File: src/sv/wmcc_pkg.sv
// ----------------------------------------------------------------------------
// wmcc_pkg
// constants, types and controller/datapath interface for the crossing counter
// ----------------------------------------------------------------------------
package wmcc_pkg;

	localparam int WINDOW       = 50;
	localparam int SAMPLE_BITS  = 14;
	localparam int THRESH_BITS  = 13;
	localparam int COUNT_BITS   = 10;
	localparam int ADDR_BITS    = $clog2(WINDOW);
	localparam int SUM_BITS     = SAMPLE_BITS + ADDR_BITS;
	localparam int CNT_BITS     = ADDR_BITS;
	localparam int DIFF_BITS    = SAMPLE_BITS + 2;
	localparam int RECIP_SHIFT  = SUM_BITS - 1 + ADDR_BITS;

	localparam logic [THRESH_BITS-1:0] THRESH_RESET = THRESH_BITS'(95);
	localparam logic [CNT_BITS-1:0]    CNT_WIN_LAST = CNT_BITS'(WINDOW - 1);
	// rounded-up reciprocal of the window length, exact for every sum magnitude
	localparam logic [SUM_BITS-1:0]    RECIP        = SUM_BITS'(
		((longint'(1) << RECIP_SHIFT) + longint'(WINDOW) - longint'(1)) / longint'(WINDOW));

	typedef logic signed [SAMPLE_BITS-1:0] sample_t;
	typedef logic [COUNT_BITS-1:0]         count_t;

	typedef enum logic [2:0] {
		ST_LOAD,
		ST_DIV,
		ST_MEAN,
		ST_WALK,
		ST_DRAIN,
		ST_OUT
	} state_t;

	typedef struct packed {
		logic accept;
		logic div_step;
		logic mean_latch;
		logic walk_rd;
		logic out_load;
		logic cnt_clr;
		logic cnt_inc;
	} cmd_t;

	typedef struct packed {
		logic cnt_last_win;
	} sts_t;

endpackage

File: src/sv/wmcc_ctrl.sv
// ----------------------------------------------------------------------------
// wmcc_ctrl
// sequencer: load window, divide, walk stored pairs, hand off result
// ----------------------------------------------------------------------------
module wmcc_ctrl (
	input  logic              clk,
	input  logic              arst_n,
	input  logic              in_valid,
	output logic              in_stall,
	output logic              out_valid,
	input  logic              out_stall,
	input  wmcc_pkg::sts_t    sts,
	output wmcc_pkg::cmd_t    cmd
);

	wmcc_pkg::state_t state_q;
	wmcc_pkg::state_t state_nxt;
	logic             out_valid_q;

	always_ff @(posedge clk or negedge arst_n) begin
		if (!arst_n) begin
			state_q     <= wmcc_pkg::ST_LOAD;
			out_valid_q <= 1'b0;
		end else begin
			state_q <= state_nxt;
			if (cmd.out_load) begin
				out_valid_q <= 1'b1;
			end else if (out_valid_q && !out_stall) begin
				out_valid_q <= 1'b0;
			end
		end
	end

	// next state
	always_comb begin
		state_nxt = state_q;
		unique case (state_q)
			wmcc_pkg::ST_LOAD: begin
				if (in_valid && sts.cnt_last_win) begin
					state_nxt = wmcc_pkg::ST_DIV;
				end
			end
			wmcc_pkg::ST_DIV: begin
				state_nxt = wmcc_pkg::ST_MEAN;
			end
			wmcc_pkg::ST_MEAN: begin
				state_nxt = wmcc_pkg::ST_WALK;
			end
			wmcc_pkg::ST_WALK: begin
				if (sts.cnt_last_win) begin
					state_nxt = wmcc_pkg::ST_DRAIN;
				end
			end
			wmcc_pkg::ST_DRAIN: begin
				state_nxt = wmcc_pkg::ST_OUT;
			end
			wmcc_pkg::ST_OUT: begin
				if (!out_valid_q || !out_stall) begin
					state_nxt = wmcc_pkg::ST_LOAD;
				end
			end
			default: begin
				state_nxt = wmcc_pkg::ST_LOAD;
			end
		endcase
	end

	// outputs
	always_comb begin
		cmd      = '0;
		in_stall = 1'b1;
		unique case (state_q)
			wmcc_pkg::ST_LOAD: begin
				in_stall   = 1'b0;
				cmd.accept = in_valid;
				cmd.cnt_clr = in_valid && sts.cnt_last_win;
				cmd.cnt_inc = in_valid && !sts.cnt_last_win;
			end
			wmcc_pkg::ST_DIV: begin
				cmd.div_step = 1'b1;
			end
			wmcc_pkg::ST_MEAN: begin
				cmd.mean_latch = 1'b1;
			end
			wmcc_pkg::ST_WALK: begin
				cmd.walk_rd = 1'b1;
				cmd.cnt_clr = sts.cnt_last_win;
				cmd.cnt_inc = !sts.cnt_last_win;
			end
			wmcc_pkg::ST_DRAIN: begin
				cmd = '0;
			end
			wmcc_pkg::ST_OUT: begin
				cmd.out_load = !out_valid_q || !out_stall;
			end
			default: begin
				cmd = '0;
			end
		endcase
	end

	assign out_valid = out_valid_q;

endmodule

File: config.mk
export PLATFORM = sky130hd
export DESIGN_NAME = wmcc_ctrl
export DESIGN_NICKNAME = d
export VERILOG_FILES = /design/src/sv/wmcc_pkg.sv /design/src/sv/wmcc_ctrl.sv
export SDC_FILE = /design/constraint.sdc
export NUM_CORES = 1
export LEC_CHECK = 0
export BUFFER_PORTS_ARGS = -buffer_cell sky130_fd_sc_hd__buf_2
export CORE_AREA = 2 2 39 41
export CTS_CLUSTER_DIAMETER = 120
export DETAILED_ROUTE_END_ITERATION = 16
export DIE_AREA = 0 0 41 43
export PLACE_DENSITY = 0.54
export SLEW_MARGIN = 20
export SYNTH_ARGS = -nofsm -noshare
export SYNTH_HDL_FRONTEND = slang
export SYNTH_SLANG_ARGS = --single-unit
File: constraint.sdc
create_clock -name clk -period 1.1 [get_ports clk]
set_clock_uncertainty 0.05 [all_clocks]
set_input_delay 0.055 -clock clk [delete_from_list [all_inputs] [get_ports clk]]
set_output_delay 0.055 -clock clk [all_outputs]
set_load 0.01 [all_outputs]
==> out/metrics.yaml, run 1 <==
outcome:
  status: "finished, violations left"
  violations: "negative setup slack"
die:
  die_w_um: 41
  num_rows: 14
  core_area_um2: 1380
  die_y_um: 43
  ios: 14
  start_util: 0.189
  dieArea_um2: 1760
sta:
  hold_viol_final: 0
  final.setup.worst_slack_ns: -0.179
  rsz0062_at_grt: "yes"
  min_period_ns: 1.28
  setup_viol: 9
  timing.fmax_mhz: 782
  min_period_over_period: 1.16
  slew_violations: 0
  slew_headroom: 0.873
  tightest_slew_ns: 0.190
synthesis:
  synthCells: 30
  syn_area_per_cell_um2: 8.72
  netlist_top_cells_area: "dfrtp_1 (38%), buf_6 (8.6%), nand2_1 (7.2%), a21oi_1 (5.7%), nor3b_1 (5.7%)"
  syn-num-nets: 35
  ys_seq_elements: 4
  yosysSeqAreaShare: 0.383
  syn-cell-area_um2: 262
  synth_top_area_frac: 0.383
  synth_cell_types: 18
  yosys.area.top_type: "dfrtp_1"
  yosysWarnings: 0
worst_setup_path:
  endpoint_kind: "output port"
  r2r.worst_path.cells: 4
  r2r-end: "state_q[0]"
  cp_max_fo: 5
  cp.required_ns: 1.00
  critPathLaunchType: "flop"
  rrSetupSlack_ns: -0.14
  path_class: "reg -> out"
  r2r_start: "state_q[2]"
  arrival_ns: 1.17
global_routing:
  grt_start_max_net_pins: 7
  grt_pass1_wl_um: 1170
  grt_usage: 0.101
  grt.overflow.total: 0
  grt_pass1_vias: 290
  antenna_found_initial: 0
pwr:
  total_power_uw: 1530
  p_int_uw: 914
  power.share.sequential: 0.229
  pwr-share-comb: 0.653
  pwr-share-clk: 0.118
  peakVddDrop_mv: 1.20
  power_density_nw_per_um2: 3080
  p_sw_uw: 617
  p_sw_frac: 0.403
  p_leak_uw: 0.000252
detailed_routing:
  finalWirelength_um: 867
  drtIter0Drc: 7
  drc: 0
  wl_per_cell_um: 11.9
  dr_total_vias: 330
  ant_nets: 0
  drtPass1Iterations: 3
  post_drt_via_cell_ratio: 4.52
place:
  place_inst: 61
  placed_cell_area_um2: 354
  routabilityCongestion: 0.695
  preCtsSetupSlack_ns: 0.0000954
  io_buffers: 13
  hpwl_um: 463
final_layout:
  area_growth_pct: 90.0
  final_cell_area_um2: 497
  layout_commonest_cell: "buf_2"
  final_cells: 73
  antenna_cells: 0
  final_nets: 64
  final_cell_mix: "buf_2 (13), buf_4 (8), nand2_1 (4), buf_6 (4)"
  drive_gt1_frac: 0.719
flow_run:
  cap_violations: 0
min_path:
  hold_depth: 2
  hold_end: "state_q[1]"
  min_path_type: "in -> reg"
  hold_start: "sts"
clocking:
  clockRootBuffer: "clkbuf_4"
  clkTransAtPathRegs_ns: 0.03
  cts_sinks: 4
  cts_buffers: 3
  htreeDepth: 1
  clockBufferDepth: 2
  clkLatencyLatePin_ns: 0.24
  tritoncts: "built"
[timing repair]
item | in CTS | in global routing
hold buffers | 1 | 0
pin swaps | 2 | 5
endpoints found under the setup margin | 8 | 9
resized for setup | 8 | 7
setup buffers | 4 | 4
hold endpoints to repair | 4 | 0
[synth_stat cells]
cell and instances:
a211o_1 1, a211oi_1 1, a21oi_1 3, a21oi_2 1, and2_1 1, and3_1 1
buf_6 2, dfrtp_1 4, inv_2 1, mux2_2 1, nand2_1 5, nand3b_1 1
nor2_1 2, nor2_2 1, nor3_1 1, nor3b_1 2, o21ai_1 1, o22ai_1 1
[worst max-delay path, stage by stage, from the launching register on]
cell     delay (ns)
dfrtp_2        0.44
nor2_4         0.16
a21oi_2        0.07
nor3_1         0.12
buf_2          0.15
[stage by stage]
stage	utilization	TNS [ns]	hold WS (ns)
after detailed placement	0.256	0	-0.186
after global placement	0.256	0	-0.186
final	0.359	-1.19	0.0282
after CTS	0.319	-0.972	0.00956
after global routing	0.359	-1.64	0.0326
after floorplan	-	0	-0.291
[worst max path at each step]
| stage | slack, ns | endpoint | startpoint |
|---|---|---|---|
| 2_1_floorplan | 0.04 | state_q[0] | state_q[2] |
| 3_3_place_gp | 0.01 | cmd[1] | state_q[0] |
| 3_5_place_dp | 0.0001 | cmd[1] | state_q[0] |
| 4_1_cts | -0.18 | cmd[0] | state_q[0] |
| 5_1_grt | -0.23 | cmd[0] | state_q[1] |
| 6_report | -0.18 | cmd[0] | state_q[1] |
[state kept, by name, summed over array words and instances, names as in the netlist]
name       flops
out_valid      1
state_q        3
[cell type report]
class                      instances  area, µm²
sequential                         4        104
multi-input combinational         23        166
timing repair buffer              26        180
clock buffer                       3       22.5
tap                               16       20.0
inverter                           1       3.75
fill                             150        887
[power by group through the flow]
stage	clock (µW)	sequential, µW	combinational (µW)
6_report	180	351	1000
5_1_grt	201	356	1070
4_1_cts	186	337	797
3_5_place_dp	0	322	627
3_3_place_gp	0	325	626
2_1_floorplan	0	270	464
[metal layers]
metal,GRT usage,part of all wire
met5,0,0
met4,0.0400,0
met3,0.0628,0.087
met2,0.153,0.54
met1,0.107,0.38
[logic make-up after synthesis]
logic type             Yosys count  synth area share
buffers and inverters            3             0.100
DFF                              4             0.383
and+or+nand+nor                 14             0.278
muxes                            1            0.0431
AOI/OAI and AO/OA                8             0.196
Note: power is estimated with default switching activity, not from simulation.
==> run 2: changes to the inputs <==
--- a/config.mk
+++ b/config.mk
@@ -10,7 +10,6 @@
 export CTS_CLUSTER_DIAMETER = 120
 export DETAILED_ROUTE_END_ITERATION = 16
 export DIE_AREA = 0 0 41 43
-export PLACE_DENSITY = 0.54
 export SLEW_MARGIN = 20
 export SYNTH_ARGS = -nofsm -noshare
 export SYNTH_HDL_FRONTEND = slang
==> out/metrics.yaml, run 2 (same netlist as run 1, synthesis figures left out) <==
worst_setup_path:
  cp_max_fo: 6
  cp.required_ns: 1.00
  arrival_ns: 1.15
  critPathLaunchType: "flop"
  r2r.worst_path.cells: 4
  path_class: "reg -> out"
  endpoint_kind: "output port"
die:
  num_rows: 14
  dieArea_um2: 1760
  die_y_um: 43
  core_area_um2: 1380
  die_w_um: 41
  start_util: 0.189
  ios: 14
clocking:
  clockBufferDepth: 2
  cts_sinks: 4
  clockRootBuffer: "clkbuf_4"
  clkLatencyLatePin_ns: 0.23
  clkTransAtPathRegs_ns: 0.04
  htreeDepth: 1
  tritoncts: "built"
  cts_buffers: 3
sta:
  slew_violations: 0
  rsz0062_at_grt: "yes"
  hold_viol_final: 0
  min_period_ns: 1.26
  setup_viol: 9
  timing.fmax_mhz: 795
  slew_headroom: 0.868
  holdWs_ns: 0.0191
  min_period_over_period: 1.14
  final.setup.worst_slack_ns: -0.157
  tightest_slew_ns: 0.197
detailed_routing:
  dr_total_vias: 305
  drc: 0
  finalWirelength_um: 711
  ant_nets: 0
  drtPass1Iterations: 4
  wl_per_cell_um: 10.3
  drtIter0Drc: 5
  post_drt_via_cell_ratio: 4.42
min_path:
  min_path_type: "in -> reg"
  hold_depth: 2
final_layout:
  final_core_util: 0.325
  final_cells: 69
  regMostFlops: "state_q"
  final_cell_mix: "buf_2 (13), buf_4 (7), nand2_1 (5)"
  layout_commonest_cell: "buf_2"
  area_growth_pct: 71.8
  final_nets: 60
  num-fill-cells: 163
  antenna_cells: 0
  drive_gt1_frac: 0.679
  largest_reg_flops: 3
global_routing:
  antenna_found_initial: 0
  grt.overflow.total: 0
  grt_usage: 0.0896
  grt_pass1_wl_um: 993
  grt_start_max_net_pins: 7
  grt_pass1_vias: 259
outcome:
  violations: "negative setup slack"
  status: "finished, violations left"
pwr:
  peakVddDrop_mv: 1.12
  p_leak_uw: 0.000226
  power_density_nw_per_um2: 3020
place:
  hpwl_um: 480
  routabilityCongestion: 0.807
  place_inst: 62
  preCtsSetupSlack_ns: 0.00516
  io_buffers: 13
flow_run:
  cap_violations: 0
run 2: cell types whose count changed in the layout (fill, tap and decap cells not counted), sizes merged:
| cell | change |
|---|---|
| buf | -4 |
run 2: timing repair:
action	4_1_cts	5_1_grt
pin swaps	3	2
resized for setup	7	3
hold buffers	1	0
endpoints found under the hold margin	4	0
setup buffers	1	2
setup endpoints to repair	8	9
run 2: worst max-delay path, cell delays in order, from the launching register on:
cell and delay, ns:
dfrtp_2 0.45, nor2_4 0.14, a21oi_2 0.07, nor3_1 0.11, buf_2 0.15
run 2: worst paths after layout:
kind | slack (ns) | end | from
worst max register to register | 0 | state_q[1] | state_q[1]
min in group asynchronous | 0.11 | out_valid | arst_n
worst max-delay path | -0.16 | cmd[0] | state_q[1]
worst min-delay path | 0.02 | state_q[1] | sts
worst min register to register | 0.53 | out_valid | out_valid
max in group asynchronous | 0.76 | state_q[0] | arst_n
run 2: layout make-up:
type | instances | area [µm²] | area share
Clock buffer | 3 | 22.5 | 0.0501
Inverter | 1 | 3.75 | 0.00836
Multi-Input combinational cell | 23 | 160 | 0.357
Sequential cell | 4 | 104 | 0.231
Tap cell | 16 | 20.0 | 0.0446
Timing Repair Buffer | 22 | 139 | 0.309
run 2: routing by layer:
layer  up-vias  GRT usage  wire length (µm)
met2        13      0.116               330
met4         0      0.120                22
li1        151          -                 -
met3         2     0.0157                39
met5         -          0                 0
met1       139      0.101               319
run 2: per-stage QoR:
| stage | TNS (ns) | instance area (µm²) | total power (µW) |
|---|---|---|---|
| CTS | -1.01 | 424 | 1270 |
| global route | -1.53 | 449 | 1460 |
| global placement | -0.00532 | 362 | 984 |
| finish | -0.999 | 449 | 1360 |
| floorplan | 0 | 262 | 734 |
| detailed placement | 0 | 362 | 984 |
run 2: where the power goes:
group          leakage (µW)  switching (µW)  internal, µW  total [µW]
clock             0.0000138            56.3           122         178
combinational      0.000165             369           465         834
sequential        0.0000468             118           225         343
total              0.000226             543           812        1360
